**src/hw/rtl/mpt_pkg.sv**
```systemverilog
// shared types and constants of the mouse packet position tracker
`default_nettype none

package mpt_pkg;

   // coordinate and field widths
   localparam int COORD_BITS  = 12;
   localparam int SCREEN_BITS = 12;
   localparam int CURSOR_BITS = 12;
   localparam int BYTE_BITS   = 8;
   localparam int DELTA_BITS  = BYTE_BITS + 1;
   localparam int COORD_MAX   = (1 << COORD_BITS) - 1;
   localparam int SUM_BITS    = ((COORD_BITS > SCREEN_BITS) ? COORD_BITS : SCREEN_BITS) + 2;

   // bit positions in the flags byte
   localparam int SYNC_BIT  = 3;
   localparam int X_OVF_BIT = 6;
   localparam int Y_OVF_BIT = 7;
   localparam int LEFT_BIT  = 0;

   // screen defaults, also used when a size register holds zero
   localparam logic [SCREEN_BITS-1:0] DEFAULT_WIDTH  = SCREEN_BITS'(800);
   localparam logic [SCREEN_BITS-1:0] DEFAULT_HEIGHT = SCREEN_BITS'(600);

   // home position after reset, limited to the coordinate range
   localparam logic [COORD_BITS-1:0] HOME_X = COORD_BITS'((400 > COORD_MAX) ? COORD_MAX : 400);
   localparam logic [COORD_BITS-1:0] HOME_Y = COORD_BITS'((300 > COORD_MAX) ? COORD_MAX : 300);

   // register file
   localparam int CSR_ADDR_BITS = 3;
   localparam int CSR_DATA_BITS = 32;
   localparam int REG_IDX_LSB   = 2;
   localparam logic [0:0] REG_SCREEN_WIDTH  = 1'b0;
   localparam logic [0:0] REG_SCREEN_HEIGHT = 1'b1;

   typedef struct packed {
      logic [SCREEN_BITS-1:0] screen_width;
      logic [SCREEN_BITS-1:0] screen_height;
   } cfg_type;

   // position inside the three byte packet
   typedef enum logic [1:0] {
      IDX_FLAGS = 2'd0,
      IDX_DX    = 2'd1,
      IDX_DY    = 2'd2
   } idx_type;

endpackage

`default_nettype wire

```
**src/hw/rtl/mpt_csr.sv**
```systemverilog
// screen size registers behind the apb-style port
`default_nettype none

module mpt_csr
   import mpt_pkg::*;
(
   input  wire logic                     clock,
   input  wire logic                     reset,
   input  wire logic                     csr_psel,
   input  wire logic                     csr_penable,
   input  wire logic                     csr_pwrite,
   input  wire logic [CSR_ADDR_BITS-1:0] csr_paddr,
   input  wire logic [CSR_DATA_BITS-1:0] csr_pwdata,
   output logic      [CSR_DATA_BITS-1:0] csr_prdata,
   output logic                          csr_pready,
   output cfg_type                       cfg
);

   cfg_type    cfg_ff;
   cfg_type    cfg_in;
   logic       wr_en;
   logic [0:0] reg_idx;

   assign csr_pready = 1'b1;
   assign wr_en      = csr_psel && csr_penable && csr_pwrite;
   assign reg_idx    = csr_paddr[REG_IDX_LSB];

   always_comb begin
      cfg_in = cfg_ff;
      if (wr_en) begin
         unique case (reg_idx)
            REG_SCREEN_WIDTH:  cfg_in.screen_width  = csr_pwdata[SCREEN_BITS-1:0];
            REG_SCREEN_HEIGHT: cfg_in.screen_height = csr_pwdata[SCREEN_BITS-1:0];
            default: ;
         endcase
      end
   end

   always_comb begin
      unique case (reg_idx)
         REG_SCREEN_WIDTH:  csr_prdata = CSR_DATA_BITS'(cfg_ff.screen_width);
         REG_SCREEN_HEIGHT: csr_prdata = CSR_DATA_BITS'(cfg_ff.screen_height);
         default:           csr_prdata = '0;
      endcase
   end

   always_ff @(posedge clock) begin
      if (reset) begin
         cfg_ff.screen_width  <= DEFAULT_WIDTH;
         cfg_ff.screen_height <= DEFAULT_HEIGHT;
      end else begin
         cfg_ff <= cfg_in;
      end
   end

   assign cfg = cfg_ff;

endmodule

`default_nettype wire

```
**src/hw/rtl/mpt_clamp.sv**
```systemverilog
// one axis: add the delta and clamp to the screen and coordinate range
`default_nettype none

module mpt_clamp
   import mpt_pkg::*;
(
   input  wire logic        [COORD_BITS-1:0]  pos,
   input  wire logic signed [DELTA_BITS-1:0]  delta,
   input  wire logic        [SCREEN_BITS-1:0] size,
   input  wire logic        [SCREEN_BITS-1:0] fallback,
   output logic             [COORD_BITS-1:0]  pos_next
);

   localparam logic signed [SUM_BITS-1:0] COORD_MAX_S = SUM_BITS'(COORD_MAX);

   logic signed [SUM_BITS-1:0]    sum;
   logic signed [SUM_BITS-1:0]    top_raw;
   logic signed [SUM_BITS-1:0]    top;
   logic        [SCREEN_BITS-1:0] size_eff;

   // zero size falls back to the default screen
   assign size_eff = (size == '0) ? fallback : size;
   assign top_raw  = $signed({{(SUM_BITS-SCREEN_BITS){1'b0}}, size_eff}) - SUM_BITS'(1);
   assign top      = (top_raw > COORD_MAX_S) ? COORD_MAX_S : top_raw;

   assign sum = $signed({{(SUM_BITS-COORD_BITS){1'b0}}, pos})
              + $signed({{(SUM_BITS-DELTA_BITS){delta[DELTA_BITS-1]}}, delta});

   always_comb begin
      priority if (sum < 0) begin
         pos_next = '0;
      end else if (sum > top) begin
         pos_next = top[COORD_BITS-1:0];
      end else begin
         pos_next = sum[COORD_BITS-1:0];
      end
   end

endmodule

`default_nettype wire

```
**src/hw/rtl/mouse_packet_position_tracker.sv**
```systemverilog
// top level: ps/2 byte stream to clamped cursor position
// path: an accepted byte is held in the input register, and the third byte's result
//   is then registered in the result register that drives rsp_*
// throughput: one byte per cycle unless a finished result is stalled downstream; the
//   position add and clamp are combinational between the input and position registers
// reset (synchronous, active high): empty pipeline, waiting for a flags byte,
//   cursor at (400,300), screen size 800 x 600
`default_nettype none

module mouse_packet_position_tracker
   import mpt_pkg::*;
(
   input  wire logic                     clock,
   input  wire logic                     reset,
   // byte input channel
   input  wire logic                     req_valid,
   output logic                          req_stall,
   input  wire logic [BYTE_BITS-1:0]     req_rx_byte,
   // position result channel
   output logic                          rsp_valid,
   input  wire logic                     rsp_stall,
   output logic      [CURSOR_BITS-1:0]   rsp_cursor_x,
   output logic      [CURSOR_BITS-1:0]   rsp_cursor_y,
   output logic                          rsp_left_pressed,
   // register port
   input  wire logic                     csr_psel,
   input  wire logic                     csr_penable,
   input  wire logic                     csr_pwrite,
   input  wire logic [CSR_ADDR_BITS-1:0] csr_paddr,
   input  wire logic [CSR_DATA_BITS-1:0] csr_pwdata,
   output logic      [CSR_DATA_BITS-1:0] csr_prdata,
   output logic                          csr_pready
);

   cfg_type cfg;

   // input register
   logic                  in_valid_ff, in_valid_in;
   logic [BYTE_BITS-1:0]  in_byte_ff;
   // packet assembly state
   idx_type               idx_ff, idx_in;
   logic [BYTE_BITS-1:0]  flags_ff;
   logic [BYTE_BITS-1:0]  dx_ff;
   // kept cursor position
   logic [COORD_BITS-1:0] pos_x_ff, pos_x_in;
   logic [COORD_BITS-1:0] pos_y_ff, pos_y_in;
   // result register
   logic                  rsp_valid_ff, rsp_valid_in;
   logic [COORD_BITS-1:0] cur_x_ff;
   logic [COORD_BITS-1:0] cur_y_ff;
   logic                  left_ff;

   logic                  out_free;
   logic                  take_byte;
   logic                  accept_in;
   logic                  save_flags;
   logic                  save_dx;
   logic                  emit;
   logic signed [DELTA_BITS-1:0] delta_x;
   logic signed [DELTA_BITS-1:0] delta_y;

   mpt_csr u_csr (
      .clock       (clock),
      .reset       (reset),
      .csr_psel    (csr_psel),
      .csr_penable (csr_penable),
      .csr_pwrite  (csr_pwrite),
      .csr_paddr   (csr_paddr),
      .csr_pwdata  (csr_pwdata),
      .csr_prdata  (csr_prdata),
      .csr_pready  (csr_pready),
      .cfg         (cfg)
   );

   // handshake: the held byte moves on whenever the result register can take a result,
   // so a new byte enters every cycle unless a finished result is stalled downstream
   assign out_free  = !rsp_valid_ff || !rsp_stall;
   assign take_byte = in_valid_ff && out_free;
   assign req_stall = in_valid_ff && !out_free;
   assign accept_in = req_valid && !req_stall;

   assign in_valid_in = accept_in || (in_valid_ff && !take_byte);

   // deltas: x sign-extended, y sign-extended then negated so down is positive
   assign delta_x = $signed({dx_ff[BYTE_BITS-1], dx_ff});
   assign delta_y = -$signed({in_byte_ff[BYTE_BITS-1], in_byte_ff});

   mpt_clamp u_clamp_x (
      .pos      (pos_x_ff),
      .delta    (delta_x),
      .size     (cfg.screen_width),
      .fallback (DEFAULT_WIDTH),
      .pos_next (pos_x_in)
   );

   mpt_clamp u_clamp_y (
      .pos      (pos_y_ff),
      .delta    (delta_y),
      .size     (cfg.screen_height),
      .fallback (DEFAULT_HEIGHT),
      .pos_next (pos_y_in)
   );

   // packet sequencer
   always_comb begin
      idx_in     = idx_ff;
      save_flags = 1'b0;
      save_dx    = 1'b0;
      emit       = 1'b0;
      if (take_byte) begin
         unique case (idx_ff)
            IDX_FLAGS: begin
               // resync: only a byte with the sync bit can open a packet
               if (in_byte_ff[SYNC_BIT]) begin
                  save_flags = 1'b1;
                  idx_in     = IDX_DX;
               end
            end
            IDX_DX: begin
               save_dx = 1'b1;
               idx_in  = IDX_DY;
            end
            IDX_DY: begin
               idx_in = IDX_FLAGS;
               // overflow packets are dropped without moving the cursor
               emit   = !(flags_ff[X_OVF_BIT] || flags_ff[Y_OVF_BIT]);
            end
            default: begin
               idx_in = IDX_FLAGS;
            end
         endcase
      end
   end

   // result stays until taken, or is replaced in the same cycle it is taken
   assign rsp_valid_in = emit || (rsp_valid_ff && rsp_stall);

   always_ff @(posedge clock) begin
      if (reset) begin
         in_valid_ff  <= 1'b0;
         idx_ff       <= IDX_FLAGS;
         pos_x_ff     <= HOME_X;
         pos_y_ff     <= HOME_Y;
         rsp_valid_ff <= 1'b0;
      end else begin
         in_valid_ff  <= in_valid_in;
         idx_ff       <= idx_in;
         rsp_valid_ff <= rsp_valid_in;
         if (emit) begin
            pos_x_ff <= pos_x_in;
            pos_y_ff <= pos_y_in;
         end
      end
   end

   // payload registers
   always_ff @(posedge clock) begin
      if (accept_in) begin
         in_byte_ff <= req_rx_byte;
      end
      if (save_flags) begin
         flags_ff <= in_byte_ff;
      end
      if (save_dx) begin
         dx_ff <= in_byte_ff;
      end
      if (emit) begin
         cur_x_ff <= pos_x_in;
         cur_y_ff <= pos_y_in;
         left_ff  <= flags_ff[LEFT_BIT];
      end
   end

   assign rsp_valid        = rsp_valid_ff;
   assign rsp_cursor_x     = CURSOR_BITS'(cur_x_ff);
   assign rsp_cursor_y     = CURSOR_BITS'(cur_y_ff);
   assign rsp_left_pressed = left_ff;

endmodule

`default_nettype wire

```
**config.mk**
```make
export PLATFORM = sky130hd
export DESIGN_NAME = mouse_packet_position_tracker
export DESIGN_NICKNAME = d
export VERILOG_FILES = /design/src/hw/rtl/mpt_pkg.sv /design/src/hw/rtl/mpt_csr.sv /design/src/hw/rtl/mpt_clamp.sv /design/src/hw/rtl/mouse_packet_position_tracker.sv
export SDC_FILE = /design/constraint.sdc
export NUM_CORES = 1
export LEC_CHECK = 0
export BUFFER_PORTS_ARGS = -buffer_cell sky130_fd_sc_hd__clkbuf_2
export CAP_MARGIN = 20
export CORE_MARGIN = 8
export CORE_UTILIZATION = 36
export CTS_CLUSTER_SIZE = 25
export DETAILED_ROUTE_END_ITERATION = 12
export GPL_TIMING_DRIVEN = 0
export PLACE_DENSITY = 0.57
export SKIP_LAST_GASP = 1
export SLEW_MARGIN = 40
export SYNTH_ARGS = -nofsm -noshare
export SYNTH_HDL_FRONTEND = slang
export SYNTH_SLANG_ARGS = --single-unit
```
**constraint.sdc**
```tcl
create_clock -name clock -period 5.9 [get_ports clock]
set_input_delay 0.295 -clock clock [delete_from_list [all_inputs] [get_ports clock]]
set_output_delay 0.295 -clock clock [all_outputs]
set_load 0.01 [all_outputs]
```
==> results <==
- The run finished with clean final reports.
- The slew at the pin closest to its max-slew limit is 0.726 ns.
- Setup violations remaining at the end of the flow were counted as 0.
- The overflow left after global routing is 0.
- Between clock sinks in the finished design, the worst skew comes to around 0.0084 ns.
- Measured along the y axis, the die boundary spans between 100 and 150 µm.
- Counting distinct cell types in the post-synthesis netlist gives 57.
- Global routing consumed, over all layers together, between 10% and 20% of the routing resources.
- The worst setup path is of the reg2reg kind.
- The min-delay analysis places its worst path in the category in2reg.
- The worst-case IR drop observed on VDD is 0.133 mV.
- The max-capacitance violation count is 0.
- For this run, the leading register cell type out of synthesis is dfxtp_1.
- The fraction of layout cells with a size suffix above 1 is around 17%.
- The share of the clock period used by the worst path is about four fifths.
- The synthesized area divided by synthesized cell count is between 8 and 9 µm².
- The leading area contributor after synthesis is edfxtp_1.
- From left edge to right edge, the die measures 147 µm.
- In this run the post-CTS setup repair buffer count came out at 0.
- The routed layout has slightly above 5000 vias.
- The clock period minus final worst setup slack is around 4.8 ns.
- In this run the worst path has a maximum fanout of 11.
- The initial cell density of the core is roughly 36%.
- The sequential group share of total power is around 47%.
- The max-slew violation count was 0.
- The worst endpoint data arrival time is between 4 and 5 ns.
- The detailed placement HPWL is approximately 12000 µm.
- At the end of routability-driven placement, the weighted congestion stood at approximately 0.8.
- The insertion delay of the later-clocked pin in the worst-skew pair is 0.35 ns.
- The hold violation total from the final report came to 0.
- Based on the critical path, the design can be clocked at up to 209 MHz.
- Dividing the detail-routed wire length by the instance count gives around 15 µm.
- The initial antenna violation count was 0.
- The synthesized design contains 44 enable-type register cells.
- The required time of the critical path is roughly 6.0 ns.
- For this run, the register share of the synthesized area comes to about 38%.
- The capturing element type of the critical path is a flop.
- The netlist area before placement is slightly above 6000 µm².
- Per report_power, the clock group accounts for a little over a third of the total.
- The number of core rows is 48.
- Port buffering added 65 buffers.
- The number of antenna-violating nets in the routed design is 0.
- The synthesized design contains 96 register bits.
- In this run the number of H-tree levels came out at 3.
- After synthesis, the cell types taking the most area are edfxtp_1, dfxtp_1, ha_1.
- The Yosys step of the flow raised 0 warnings.
- The routed design has approximately 16000 µm of wire.
- The fraction of registers with async set/reset is 0%.
- The internal power of the cells totals between 1 and 1.5 mW.
- Setup total negative slack on the finished layout was measured at 0 ns.
- The final hold slack is around 0.12 ns.
- Net switching is 27.8% of the power.
- The clock-pin slew reported for the worst setup and hold paths after clock tree synthesis is 0.06 ns.
- The part of the power in combinational logic is between 10% and 20%.
- The DRC violations left is 0.
- The clock passes through at most 2 buffers.
- The post-synthesis instance total is ~700.
- Entering global routing, the biggest net connects 26 pins.
- Setup repair after global routing left no endpoint under its margin.
- The number of antenna diodes in the final layout is 0.
- After synthesis, the largest area contributor takes up 21.3% of total cell area.
- The number of global-route vias before repair is around 4900.
- The final-stage net count is roughly 900.
- The length of the first detailed-routing pass in iterations is 5.
- The cell chosen for the clock root is clkbuf_16.
- Summed over all nets, the switching power comes to 0.430 mW.
- The initial detailed-routing violation count is 240.
- The normalized max-slew margin is approximately half.
- The wire length of the first global-routing pass is approximately 25000 µm.
- Relative to the synthesized area, the layout overhead comes to 15.8%.
- The count of boundary I/O pins is 110.
- The die footprint is roughly 22000 µm².
- In this run, CTS created clock tree buffers numbering 9.
- The CTS tree is built.
- For this design the ratio of total power to cell area is between 200 and 250 nW/µm².
- The top cell types in the final layout, fill and taps aside, are nand2_1, clkbuf_2, nor2_1, a21oi_1, ha_1.
- Using the TritonRoute via totals, the vias-per-cell ratio works out to roughly 5.0.
- After floorplanning, the core was sized to cover between 15000 and 20000 µm².
- The type of element launching the critical path is a flop.
- The most common cell after layout, fill and taps aside is nand2_1.
- The number of resized instances in the post-cts repair step is 0.
- The number of buffers added to fix hold violations after cts is 0.
- The number of sinks handled by clock tree synthesis is 96.
- The analysis attributes to cell leakage a power of 3.10 nW.
## path summary, 6_finish.rpt
check / start / end / slack (ns) / cells after the start
min reg2reg: flags_ff[0]$_DFFE_PP_ / rsp_left_pressed$_DFFE_PP_ / 0.42 / 0
max: dx_ff[7]$_DFFE_PP_ / rsp_cursor_x[0]$_DFFE_PP_ / 1.11 / 16
max reg2reg: dx_ff[7]$_DFFE_PP_ / rsp_cursor_x[0]$_DFFE_PP_ / 1.11 / 16
min: req_rx_byte[0] / in_byte_ff[0]$_DFFE_PP_ / 0.12 / 1
## power groups by stage
stage | sequential, mW | clock (mW) | combinational [mW]
6_report | 0.723 | 0.543 | 0.280
5_1_grt | 0.725 | 0.582 | 0.315
4_1_cts | 0.723 | 0.559 | 0.281
3_5_place_dp | 0.738 | 0 | 0.279
3_3_place_gp | 0.738 | 0 | 0.278
2_1_floorplan | 0.732 | 0 | 0.206
## registers in the layout, summed over array words and instances, names as in the netlist
signal            cells
idx_ff                2
rsp_valid             1
flags_ff              3
rsp_left_pressed      1
in_byte_ff            8
pos_x_ff             12
dx_ff                 8
in_valid_ff           1
rsp_cursor_y         12
rsp_cursor_x         12
pos_y_ff             12
u_csr.cfg            24
## per-layer routing
metal,track usage [%],vias up,part of all wire (%)
li1,-,2622,-
met1,17.5,2362,45
met2,25.5,73,50
met3,2.90,17,3.4
met4,4.13,0,1.5
met5,0,-,0
## synth_stat cells, types with 2 or more instances
| library cell | instances |
|---|---|
| inv_1 | 43 |
| nand3b_1 | 8 |
| buf_4 | 22 |
| o31ai_1 | 8 |
| a21boi_0 | 2 |
| xor2_1 | 11 |
| nor2_1 | 62 |
| nand2b_1 | 6 |
| nor2b_1 | 7 |
| conb_1 | 2 |
| a21oi_1 | 59 |
| o21ai_0 | 16 |
| nor4_1 | 7 |
| mux2i_1 | 18 |
| ha_1 | 58 |
| nand3_1 | 10 |
| edfxtp_1 | 44 |
| nor3b_1 | 7 |
| buf_2 | 4 |
| o21bai_1 | 4 |
| buf_1 | 3 |
| mux2_2 | 15 |
| dfxtp_1 | 52 |
| o21ai_2 | 8 |
| xnor2_1 | 20 |
| nor3_1 | 14 |
| o21a_1 | 4 |
| clkbuf_1 | 18 |
| nand4b_1 | 2 |
| o31a_1 | 2 |
| nand2_1 | 90 |
| fa_1 | 2 |
| or3_1 | 4 |
| o21ai_1 | 8 |
| a31oi_1 | 2 |
| nand4_1 | 6 |
| a22o_1 | 3 |
| o41ai_1 | 2 |
| o2111ai_1 | 2 |
| a211oi_1 | 10 |
| a21o_1 | 10 |
| and3_1 | 2 |
| or4_1 | 3 |
## cells by family (layout without fill, tap and decap cells)
kind of cell    Yosys count  after routing  synth area share [%]
mux                      33             33                  5.61
compound gates          149            149                  15.1
buf+inv                  90            171                  6.84
other cells               2             25                 0.121
fa+ha+maj                60             60                  12.3
xor+xnor                 31             31                  4.37
flops                    96             96                  38.0
simple gates            233            233                  17.6
## critical path: stages (launching register included)
cell and delay, ns:
edfxtp_1 0.57, ha_1 0.46, a211oi_1 0.28, o21bai_1 0.10, a22oi_1 0.27, nor3b_1 0.08, or3_1 0.31, buf_2 0.20
buf_1 0.28, ha_1 0.40, nand4_1 0.12, nor3_1 0.28, o31a_1 0.20, o21a_1 0.17, buf_2 0.31, mux2i_1 0.40
nor2_1 0.11
## area by class of cell
| cell class | count | area, µm² |
|---|---|---|
| well taps | 225 | 282 |
| multi-input cells | 531 | 3530 |
| plain buffers | 47 | 264 |
| inverters | 43 | 161 |
| flip-flops and latches | 96 | 2360 |
| repair buffers | 65 | 325 |
| clock inverters | 5 | 31.3 |
| clock buffers | 11 | 236 |
| fillers | 1750 | 9920 |
## through the flow
step           total power [mW]  area [µm²]  setup slack (ns)  utilization, %  std cells
2_1_floorplan             0.939        6300              1.87               -        717
3_3_place_gp               1.02        6910              1.05            40.4       1007
3_5_place_dp               1.02        6930              1.09            40.5       1007
4_1_cts                    1.56        7200              1.08            42.0       1023
5_1_grt                    1.62        7200             0.734            42.0       1023
6_report                   1.55        7200              1.11            42.0       1023
(Power assumes the default switching activity.)
